--- config.mk ---
export PLATFORM = sky130hd
export DESIGN_NAME = websocket_frame_deframer
export DESIGN_NICKNAME = d
export VERILOG_FILES = /design/src/sv/wsd_pkg.sv /design/src/sv/wsd_parse.sv /design/src/sv/websocket_frame_deframer.sv
export VERILOG_INCLUDE_DIRS = /design/src /design/src/sv
export SDC_FILE = /design/constraint.sdc
export NUM_CORES = 1
export LEC_CHECK = 0
export BUFFER_PORTS_ARGS = -buffer_cell sky130_fd_sc_hd__buf_2
export CORE_UTILIZATION = 30
export DETAILED_ROUTE_END_ITERATION = 8
export HOLD_SLACK_MARGIN = 0.15
export PLACE_DENSITY_LB_ADDON = 0.12
export SLEW_MARGIN = 40
export SYNTH_ARGS = -nofsm -noshare
export SYNTH_HDL_FRONTEND = slang
export SYNTH_HIERARCHICAL = 1
export SYNTH_SLANG_ARGS = --single-unit
--- constraint.sdc ---
create_clock -name aclk -period 4.1 [get_ports aclk]
set_input_delay 0 -clock aclk [delete_from_list [all_inputs] [get_ports aclk]]
set_output_delay 0 -clock aclk [all_outputs]
set_load 0.01 [all_outputs]
--- src/sv/assert_macros.svh ---
// Assertion macros shared by the deframer RTL.
`ifndef ASSERT_MACROS_SVH
`define ASSERT_MACROS_SVH
`ifndef SYNTH
// Property must hold at every clock edge out of reset.
`define ASSERT_PROP(label, prop) \
    label: assert property (@(posedge aclk) disable iff (!aresetn) prop) \
        else $error("assertion failed");
// Expression must never be true out of reset.
`define ASSERT_NEVER(label, expr) \
    label: assert property (@(posedge aclk) disable iff (!aresetn) !(expr)) \
        else $error("forbidden condition seen");
`else
`define ASSERT_PROP(label, prop)
`define ASSERT_NEVER(label, expr)
`endif
`endif

--- src/sv/wsd_pkg.sv ---
// Types and codes shared by the WebSocket frame deframer.
package wsd_pkg;

    // Parser phases
    localparam logic [2:0] PH_HDR0    = 3'd0;
    localparam logic [2:0] PH_HDR1    = 3'd1;
    localparam logic [2:0] PH_EXT_HI  = 3'd2;
    localparam logic [2:0] PH_EXT_LO  = 3'd3;
    localparam logic [2:0] PH_MASK    = 3'd4;
    localparam logic [2:0] PH_PAYLOAD = 3'd5;
    localparam logic [2:0] PH_HALT    = 3'd6;

    // Result kinds
    localparam logic [2:0] KIND_PAYLOAD   = 3'd0;
    localparam logic [2:0] KIND_EMPTY     = 3'd1;
    localparam logic [2:0] KIND_CLOSE     = 3'd2;
    localparam logic [2:0] KIND_PING      = 3'd3;
    localparam logic [2:0] KIND_LONG_LEN  = 3'd4;
    localparam logic [2:0] KIND_TOO_LONG  = 3'd5;

    // Opcodes and header fields
    localparam logic [3:0] OP_TEXT  = 4'h1;
    localparam logic [3:0] OP_CLOSE = 4'h8;
    localparam logic [3:0] OP_PING  = 4'h9;
    localparam logic [6:0] LEN_EXT16 = 7'd126;
    localparam logic [6:0] LEN_EXT64 = 7'd127;
    localparam logic [15:0] MAX_PAYLOAD_RESET = 16'hFFFF;
    localparam logic [15:0] MASK_KEY_BYTES = 16'd4;

    typedef struct packed {
        logic [2:0]       phase;
        logic [3:0]       opcode;
        logic             mask_present;
        logic [15:0]      payload_length;
        logic [15:0]      byte_count;
        logic [3:0][7:0]  mask_key;
        logic             skipping;
    } parse_state_t;

    typedef struct packed {
        logic [2:0]  kind;
        logic [7:0]  data_byte;
        logic        is_text;
        logic        last_byte;
        logic [15:0] frame_length;
    } result_t;

endpackage

--- src/sv/wsd_parse.sv ---
// Next-state and result logic for one received byte.
module wsd_parse (
    input  wsd_pkg::parse_state_t state,
    input  logic [7:0]            rx_byte,
    input  logic [15:0]           max_payload,
    output wsd_pkg::parse_state_t state_next,
    output logic                  res_valid,
    output wsd_pkg::result_t      res
);
    import wsd_pkg::*;

    logic        hdr_done;
    logic [6:0]  len7;
    logic [15:0] count_inc;
    logic [7:0]  unmasked;
    logic        last;
    logic        is_text;

    assign len7      = rx_byte[6:0];
    assign count_inc = state.byte_count + 16'd1;
    assign unmasked  = state.mask_present ?
                       (rx_byte ^ state.mask_key[state.byte_count[1:0]]) : rx_byte;
    assign last      = (count_inc == state.payload_length);
    assign is_text   = (state.opcode == OP_TEXT);

    always_comb begin
        state_next = state;
        res_valid  = 1'b0;
        res        = '0;
        hdr_done   = 1'b0;

        // Advance the header/payload walk
        unique case (state.phase)
            PH_HDR0: begin
                state_next.opcode   = rx_byte[3:0];
                state_next.skipping = (rx_byte[3:0] == OP_CLOSE) ||
                                      (rx_byte[3:0] == OP_PING);
                state_next.phase    = PH_HDR1;
            end
            PH_HDR1: begin
                state_next.mask_present = rx_byte[7];
                state_next.byte_count   = '0;
                if (len7 == LEN_EXT64) begin
                    state_next.phase = PH_HALT;
                    res_valid        = 1'b1;
                    res.kind         = KIND_LONG_LEN;
                end else if (len7 == LEN_EXT16) begin
                    state_next.payload_length = '0;
                    state_next.phase          = PH_EXT_HI;
                end else begin
                    state_next.payload_length = {9'd0, len7};
                    if (rx_byte[7]) begin
                        state_next.phase = PH_MASK;
                    end else begin
                        hdr_done = 1'b1;
                    end
                end
            end
            PH_EXT_HI: begin
                state_next.payload_length = {rx_byte, 8'd0};
                state_next.phase          = PH_EXT_LO;
            end
            PH_EXT_LO: begin
                state_next.payload_length = {state.payload_length[15:8], rx_byte};
                if (state.mask_present) begin
                    state_next.byte_count = '0;
                    state_next.phase      = PH_MASK;
                end else begin
                    hdr_done = 1'b1;
                end
            end
            PH_MASK: begin
                state_next.mask_key[state.byte_count[1:0]] = rx_byte;
                state_next.byte_count = count_inc;
                hdr_done = (count_inc >= MASK_KEY_BYTES);
            end
            PH_PAYLOAD: begin
                state_next.byte_count = count_inc;
                if (last) begin
                    state_next.phase    = PH_HDR0;
                    state_next.skipping = 1'b0;
                end
                if (!state.skipping) begin
                    res_valid          = 1'b1;
                    res.kind           = KIND_PAYLOAD;
                    res.data_byte      = unmasked;
                    res.is_text        = is_text;
                    res.last_byte      = last;
                    res.frame_length   = state.payload_length;
                end
            end
            default: begin
                // halted or unused code: drop the byte
                state_next = state;
            end
        endcase

        // Finish the header: control event, length check or empty frame
        if (hdr_done) begin
            state_next.byte_count = '0;
            if (state_next.skipping) begin
                res_valid        = 1'b1;
                res.kind         = (state_next.opcode == OP_CLOSE) ? KIND_CLOSE : KIND_PING;
                res.frame_length = state_next.payload_length;
                if (state_next.payload_length == '0) begin
                    state_next.skipping = 1'b0;
                    state_next.phase    = PH_HDR0;
                end else begin
                    state_next.phase = PH_PAYLOAD;
                end
            end else if (state_next.payload_length > max_payload) begin
                state_next.phase = PH_HALT;
                res_valid        = 1'b1;
                res.kind         = KIND_TOO_LONG;
                res.frame_length = state_next.payload_length;
            end else if (state_next.payload_length == '0) begin
                state_next.phase = PH_HDR0;
                res_valid        = 1'b1;
                res.kind         = KIND_EMPTY;
                res.is_text      = (state_next.opcode == OP_TEXT);
            end else begin
                state_next.phase = PH_PAYLOAD;
            end
        end
    end

endmodule

--- src/sv/websocket_frame_deframer.sv ---
// Top level of the WebSocket frame deframer: registers, handshakes and config.
//
// Usage: received stream bytes enter on s_rx_byte with s_valid/s_ready; each
// transfer is one byte. Results leave on the m_ channel with m_valid/m_ready:
// one per payload byte of a data frame (unmasked), one per empty data frame,
// one per close or ping header (their payload is consumed silently), and one
// error result on a 64-bit length or a data length above max_payload, after
// which the deframer ignores all input until reset.
// Timing: a byte is captured in the input register at its transfer, parsed from
// that register, and its result is loaded into the result register once that
// register is free. Throughput is one byte per cycle while the receiver does not
// stall, set by the single parse stage that updates the frame state once per byte.
// max_payload is written through cfg_wr_en/cfg_wr_data; it is sampled only
// when a data header completes. Reset (aresetn low, synchronous) returns the
// parser to the first header byte and sets max_payload to 65535.
// When the receiver stalls, the result register holds and the input register
// fills; s_ready then drops until m_ready returns.
module websocket_frame_deframer (
    input  logic        aclk,
    input  logic        aresetn,
    input  logic        s_valid,
    output logic        s_ready,
    input  logic [7:0]  s_rx_byte,
    output logic        m_valid,
    input  logic        m_ready,
    output logic [2:0]  m_kind,
    output logic [7:0]  m_data_byte,
    output logic        m_is_text,
    output logic        m_last_byte,
    output logic [15:0] m_frame_length,
    input  logic        cfg_wr_en,
    input  logic [15:0] cfg_wr_data
);
    import wsd_pkg::*;

    `include "assert_macros.svh"

    logic         in_valid_reg;
    logic [7:0]   in_byte_reg;
    logic [15:0]  max_payload_reg;
    parse_state_t state_reg;
    parse_state_t state_next;
    logic         m_valid_reg;
    result_t      res_reg;
    result_t      res_next;
    logic         res_valid_next;
    logic         out_free;
    logic         advance;

    assign out_free = !m_valid_reg || m_ready;
    assign advance  = in_valid_reg && out_free;
    assign s_ready  = !in_valid_reg || out_free;

    wsd_parse u_parse (
        .state       (state_reg),
        .rx_byte     (in_byte_reg),
        .max_payload (max_payload_reg),
        .state_next  (state_next),
        .res_valid   (res_valid_next),
        .res         (res_next)
    );

    // Hold the configured length limit
    always_ff @(posedge aclk) begin
        if (!aresetn) begin
            max_payload_reg <= MAX_PAYLOAD_RESET;
        end else if (cfg_wr_en) begin
            max_payload_reg <= cfg_wr_data;
        end
    end

    // Capture the input transfer
    always_ff @(posedge aclk) begin
        if (!aresetn) begin
            in_valid_reg <= 1'b0;
        end else if (s_ready) begin
            in_valid_reg <= s_valid;
        end
    end

    always_ff @(posedge aclk) begin
        if (s_ready && s_valid) begin
            in_byte_reg <= s_rx_byte;
        end
    end

    // Advance the frame state one byte
    always_ff @(posedge aclk) begin
        if (!aresetn) begin
            state_reg <= '{phase: PH_HDR0, default: '0};
        end else if (advance) begin
            state_reg <= state_next;
        end
    end

    // Load or drain the result register
    always_ff @(posedge aclk) begin
        if (!aresetn) begin
            m_valid_reg <= 1'b0;
        end else if (out_free) begin
            m_valid_reg <= advance && res_valid_next;
        end
    end

    always_ff @(posedge aclk) begin
        if (advance && res_valid_next) begin
            res_reg <= res_next;
        end
    end

    assign m_valid        = m_valid_reg;
    assign m_kind         = res_reg.kind;
    assign m_data_byte    = res_reg.data_byte;
    assign m_is_text      = res_reg.is_text;
    assign m_last_byte    = res_reg.last_byte;
    assign m_frame_length = res_reg.frame_length;

    // Halt is sticky until reset
    `ASSERT_PROP(a_halt_sticky, state_reg.phase == PH_HALT |=> state_reg.phase == PH_HALT)
    // Payload phase always has bytes left to take
    `ASSERT_NEVER(a_payload_nonempty, (state_reg.phase == PH_PAYLOAD) && (state_reg.payload_length == '0))
    `ASSERT_NEVER(a_count_in_range, (state_reg.phase == PH_PAYLOAD) && (state_reg.byte_count >= state_reg.payload_length))
    // A full input register behind a stalled result blocks new transfers
    `ASSERT_NEVER(a_stall_blocks, in_valid_reg && m_valid_reg && !m_ready && s_ready)

endmodule

==> results of run 1 <==
cell usage after synthesis, drive strengths merged (3+ instances only):
master	instances	area [um2]
o31ai	6	45.0
o21ai	25	125
mux4	8	180
a21o	3	22.5
nand4	10	92.6
mux2i	97	971
a21oi	26	130
o22ai	4	25.0
nand2	199	747
or2	3	18.8
mux2	37	417
nor2b	9	71.3
nand3	12	65.1
a22oi	5	37.5
nor3b	3	22.5
ha	20	250
dfxtp	91	1820
a2111oi	4	53.8
nor4	7	56.3
edfxtp	37	1110
a22o	23	201
and2	10	62.6
or3	5	31.3
clkbuf	45	169
o41ai	3	45.1
xor2	13	114
and3	4	25.0
inv	28	105
or4	4	33.8
nor2	62	233
nand2b	6	37.5
a31o	4	43.8
a21boi	4	45.0
xnor2	12	105
buf	29	283
a31oi	7	43.8
nor3	19	95.1
critical path, delay by kind of cell, from the launching register on:
family / cells / cell delay (ps)
compound gates: 8 / 1910
fa+ha+maj: 1 / 290
buf+inv: 1 / 100
flops: 1 / 340
simple gates: 4 / 930
worst min path at each step:
stage | from | end | slack (ps)
2_1_floorplan | s_rx_byte[0] | in_byte_reg[0]$_DFFE_PP_ | 100
3_3_place_gp | s_rx_byte[3] | in_byte_reg[3]$_DFFE_PP_ | 180
3_5_place_dp | s_rx_byte[4] | in_byte_reg[4]$_DFFE_PP_ | 180
4_1_cts | s_rx_byte[7] | in_byte_reg[7]$_DFFE_PP_ | 270
5_1_grt | s_rx_byte[5] | in_byte_reg[5]$_DFFE_PP_ | 280
6_report | s_rx_byte[5] | in_byte_reg[5]$_DFFE_PP_ | 290
routing by layer:
metal,up-vias,share of wire (%),global-route usage (%)
li1,3490,-,-
met1,3427,50,25.6
met4,0,1.2,4.07
met2,126,45,28.7
met3,14,3.4,2.53
met5,-,0,0
area by class of cell:
class	instances	area, um2
clock buffers	20	468
clock inverters	12	95.1
fillers	2815	16700
inverters	29	109
multi-input cells	686	4840
flip-flops and latches	128	2930
well taps	341	427
repair buffers	176	1310
report_power, final:
part / switching, W / internal (W) / total, W / leakage (nW)
logic: 0.000214 / 0.000166 / 0.000380 / 2.68
clock network: 0.000646 / 0.000839 / 0.00149 / 0.276
registers: 0.0000183 / 0.00132 / 0.00134 / 1.07
total: 0.000879 / 0.00233 / 0.00321 / 4.03
repair_timing:
item | in CTS | in global routing
cloned | 0 | 3
endpoints found under the setup margin | 17 | 29
endpoints found under the hold margin | 79 | 0
resized for setup | 2 | 18
pin swaps | 0 | 8
buffers inserted | 0 | 2
hold buffers | 48 | 0
stage by stage:
| stage | cell area, um2 | total power (W) | hold slack [ps] | TNS (ps) | setup slack, ps |
|---|---|---|---|---|---|
| finish | 10200 | 0.00321 | 290 | 0 | 221 |
| global route | 10200 | 0.00335 | 276 | 0 | 14.2 |
| CTS | 10100 | 0.00324 | 268 | 0 | 16.9 |
| detailed placement | 9030 | 0.00169 | 179 | -329 | -21.3 |
| global placement | 9010 | 0.00169 | 179 | 0 | 120 |
| floorplan | 8210 | 0.00159 | 98.9 | 0 | 70.6 |
cells by family after synthesis:
kind of cell    Yosys count  synth area share (%)
compound gates          136                  12.4
xor+xnor                 25                  2.67
fa+ha+maj                20                  3.05
buf+inv                 103                  6.83
flops                   128                  35.7
mux                     142                  19.1
simple gates            360                  20.2
==> impl_metrics.ini, run 1 <==
[outcome]
status = finished clean

[timing]
drv_slew = 0
finalSetupViolCount = 0
rsz0062_at_grt = false
slew-limit-headroom_pct = 46.0
skew_ps = 16.4
tightest_slew_ps = 804
fin_crit_ps = 3880
fmax_mhz = 258
hold_viol = 0
fin_crit_sh_pct = 94.6

[cts]
clock-sinks = 128
cts_buffers = 17
htreeDepth = 4
clock_path_buffers = 2
clock-root-buffer = clkbuf_16
cts_tree = yes
clk_latency_ps = 430
clkSlewWorstSetupHoldPaths_ps = 70

[grt]
grt_pass1_wl_um = 39100
grt.overflow.total = 0
grt_max_degree = 96
grt.total_usage_pct = 18.0
grt_pass1_vias = 6749
antenna_found_initial = 0

[synth]
seq_area_frac_synth_pct = 35.7
synth_ff_type = dfxtp_1
synth_area_um2 = 8210
ys_types = 75
avgSynthCellArea_um2 = 8.98
ys_warn_count = 6
synthCells = 914
yosys_register_bits = 128
synth_edf_count = 37
ys_async_sr_fraction_pct = 0
synth_fp_nets = 963

[final_layout]
final_common_cell = nand2_1
layout_common_cells = nand2_1 (198), mux2i_1 (97), dfxtp_1 (91)
drive_above_1_share_pct = 22.9
syn2layout_area_growth_pct = 24.1
finalNetCount = 1087
final_cell_count_no_fill = 1392
post-route-util_pct = 37.9
largest_register_ffs = 73
antenna_cells = 0

[critical_path]
worst_path_max_delay_cell = or3_4
cp_max_fo = 7
crit_start = in_byte_reg[1]$_DFFE_PP_
crit_type = flop to flop
start_kind = flop
critPathCaptureType = flop
cp_slowest_stage_delay_ps = 450
required_ps = 4230
cp_cell_sequence = nand4_1 -> or3_4 -> a21boi_4 -> a22o_1 -> ha_1 -> a2111oi_4 -> o21ai_1 -> o221a_2 -> o41ai_4 -> inv_2 -> o31ai_4 -> o311ai_4 -> nand2_4 -> nor2_4
crit_end = m_frame_length[8]$_DFFE_PP_
r2r-start = in_byte_reg[1]$_DFFE_PP_
worst_ep_arrival_time_ps = 4010
r2r_end = m_frame_length[8]$_DFFE_PP_
reg2regPathDepth = 14
ff2ff_setup_slack_ps = 220

[routing]
wl_per_cell_um = 18.3
drt_iter0_markers = 426
routed_wirelength_um = 25500
drc_errors = 0
vias = 7057
drt_pass1_iterations = 6
drtAntennaViolNets = 0
viasPerCell = 5.07

[floorplanning]
fp.dieW_um = 167
io_pins = 60
row_count = 60
coreArea_um2 = 26900
initial_core_util_pct = 30.5
fp.dieH_um = 167
die_area_um2 = 28000

[placed_design]
hpwlAfterDp_um = 17000
portBuffers = 59
dp.cells = 1308
globalplace.congestion = 0.779

[power]
ir_worst_vdd_mv = 0.208
powerDensity_nw_per_um2 = 315
p_leak_nw = 4.03

[run]
cap_viol_max_count = 0

[min_path]
hold_path_class = primary input to flop
whs_path_depth = 2
(Power assumes the default switching activity.)
==> run 2: changes to the inputs <==
Settings changed: REMOVE_ABC_BUFFERS set to 1.
Clock period 4.1 ns to 4.8 ns, I/O delays scaled along.
==> run 2 against run 1 <==
Net effect:
- cell area decreased by 3.9%
- setup slack improved by 130 ps
- largest cell class unchanged
- sequential cell count unchanged
- fmax decreased by 13%
- first-iteration DRC count decreased by 2.8%
- critical path depth increased by 2
- cell count decreased by 2.9%
==> impl_metrics.ini, run 2 (synthesis gave the netlist of run 1 again) <==
[final_layout]
finalInstanceArea_um2 = 9780
finalNetCount = 1046
final_cell_count_no_fill = 1351
final_common_cell = nand2_1
largest_register_ffs = 73
syn2layout_area_growth_pct = 19.2
antenna_cells = 0
drive_above_1_share_pct = 19.6
layout_common_cells = nand2_1 (199), mux2i_1 (97), dfxtp_1 (91)

[cts]
cts_tree = yes
cts_buffers = 17
clock-root-buffer = clkbuf_16
clock-sinks = 128
cts_setup_buffers = 0
clkSlewWorstSetupHoldPaths_ps = 60
clock_path_buffers = 2
clk_latency_ps = 430
htreeDepth = 4

[critical_path]
critPathCaptureType = flop
cp_max_fo = 20
worst_ep_arrival_time_ps = 4630
worst_path_max_delay_cell = or3_1
start_kind = flop
cp_cell_sequence = inv_1 -> or3_1 -> and2_1 -> buf_4 -> nor2_1 -> ha_1 -> a21o_1 -> a2111oi_0 -> nor3_1 -> o41ai_4 -> inv_1 -> o31ai_1 -> o311ai_1 -> nand2_1 -> nor2_4 -> buf_12
required_ps = 4970
crit_top_cell = inv_1
cp_slowest_stage_delay_ps = 490
crit_type = flop to flop

[grt]
grt.total_usage_pct = 17.7
grt.overflow.total = 0
antenna_found_initial = 0
grt_pass1_wl_um = 38500
grt_max_degree = 66
grt_pass1_vias = 6683

[power]
p_comb_share_pct = 11.1
clkPwrFrac_pct = 46.2
seqPwrFrac_pct = 42.7
p_int_w = 0.00196
p_leak_nw = 3.80
ir_worst_vdd_mv = 0.166
powerDensity_nw_per_um2 = 275
p_sw_w = 0.000737
netSwitchingFraction_pct = 27.4

[timing]
tns_ps = 0
skew_ps = 12.1
fin_crit_sh_pct = 92.8
fmax_mhz = 225
rsz0062_at_grt = false
fin_crit_ps = 4450
hold_viol = 0
finalSetupViolCount = 0
tightest_slew_ps = 825
slew-limit-headroom_pct = 44.8
drv_slew = 0

[run]
cap_viol_max_count = 0

[routing]
vias = 6851
drtAntennaViolNets = 0
drc_errors = 0
drt_pass1_iterations = 5
wl_per_cell_um = 17.8
drt_iter0_markers = 414
routed_wirelength_um = 24100
viasPerCell = 5.07

[placed_design]
portBuffers = 59
hpwlAfterDp_um = 16300
dp.cells = 1274
globalplace.congestion = 0.815
dpl_cell_area_um2 = 8780

[min_path]
hold_path_class = primary input to flop

[floorplanning]
row_count = 60
fp.dieW_um = 167
coreArea_um2 = 26900
die_area_um2 = 28000
initial_core_util_pct = 30.5
io_pins = 60
fp.dieH_um = 167

[outcome]
status = finished clean
[run 2: cell count changes in the layout (fill, tap and decap cells not counted), sizes merged]
cell         delta
nor2            -3
inv             +3
clkinvlp        -1
dlygate4sd3     -3
buf            -35
clkinv          -2
[run 2: power groups by stage]
stage               registers (W)  logic, W  clock network (W)
floorplan                 0.00118  0.000141                  0
global placement          0.00117  0.000264                  0
detailed placement        0.00117  0.000264                  0
CTS                       0.00115  0.000298            0.00128
global route              0.00115  0.000327            0.00133
finish                    0.00115  0.000299            0.00125
[run 2: path summary, 6_finish.rpt]
path / start / slack [ps] / endpoint / depth (start not counted)
worst max register to register: in_byte_reg[0]$_DFFE_PP_ / 350 / m_frame_length[0]$_DFFE_PP_ / 16
worst min register to register: state_reg[26]$_SDFFE_PN0P_ / 470 / state_reg[26]$_SDFFE_PN0P_ / 2
worst max-delay path: in_byte_reg[0]$_DFFE_PP_ / 350 / m_frame_length[0]$_DFFE_PP_ / 16
worst min-delay path: s_rx_byte[6] / 280 / in_byte_reg[6]$_DFFE_PP_ / 2
[run 2: per-stage QoR]
step | hold WS [ps] | util [%] | worst slack [ps] | power [W]
floorplan | 61.9 | - | -195 | 0.00132
global placement | 176 | 32.6 | 448 | 0.00144
detailed placement | 178 | 32.7 | 363 | 0.00144
CTS | 252 | 36.4 | 340 | 0.00273
global route | 260 | 36.4 | 6.95 | 0.00281
finish | 279 | 36.4 | 346 | 0.00269
[run 2: critical path, delay by kind of cell (launching register included)]
family                     cells  cell delay, ps
adders and majority gates      1             290
buffers and inverters          4             600
DFF                            1             470
and+or+nand+nor                6            1350
AOI/OAI and AO/OA              5            1490
[run 2: cell type report]
cell class,instances,area (um2)
clock buffers,20,457
clock inverters,12,93.8
fillers,2804,17100
inverters,29,109
multi-input cells,683,4750
flip-flops and latches,128,2930
well taps,341,427
repair buffers,138,1020
[run 2: per-layer routing]
layer,vias up,track usage (%),wire [um]
li1,3395,-,-
met1,3308,24.3,11900
met2,133,28.9,11200
met3,15,2.74,733
met4,0,4.31,214
met5,-,0,0
[run 2: timing repair]
action,in CTS,in global routing
hold buffers,45,0
endpoints found under the setup margin,0,20
hold endpoints to repair,53,0
gates resized for setup,0,1
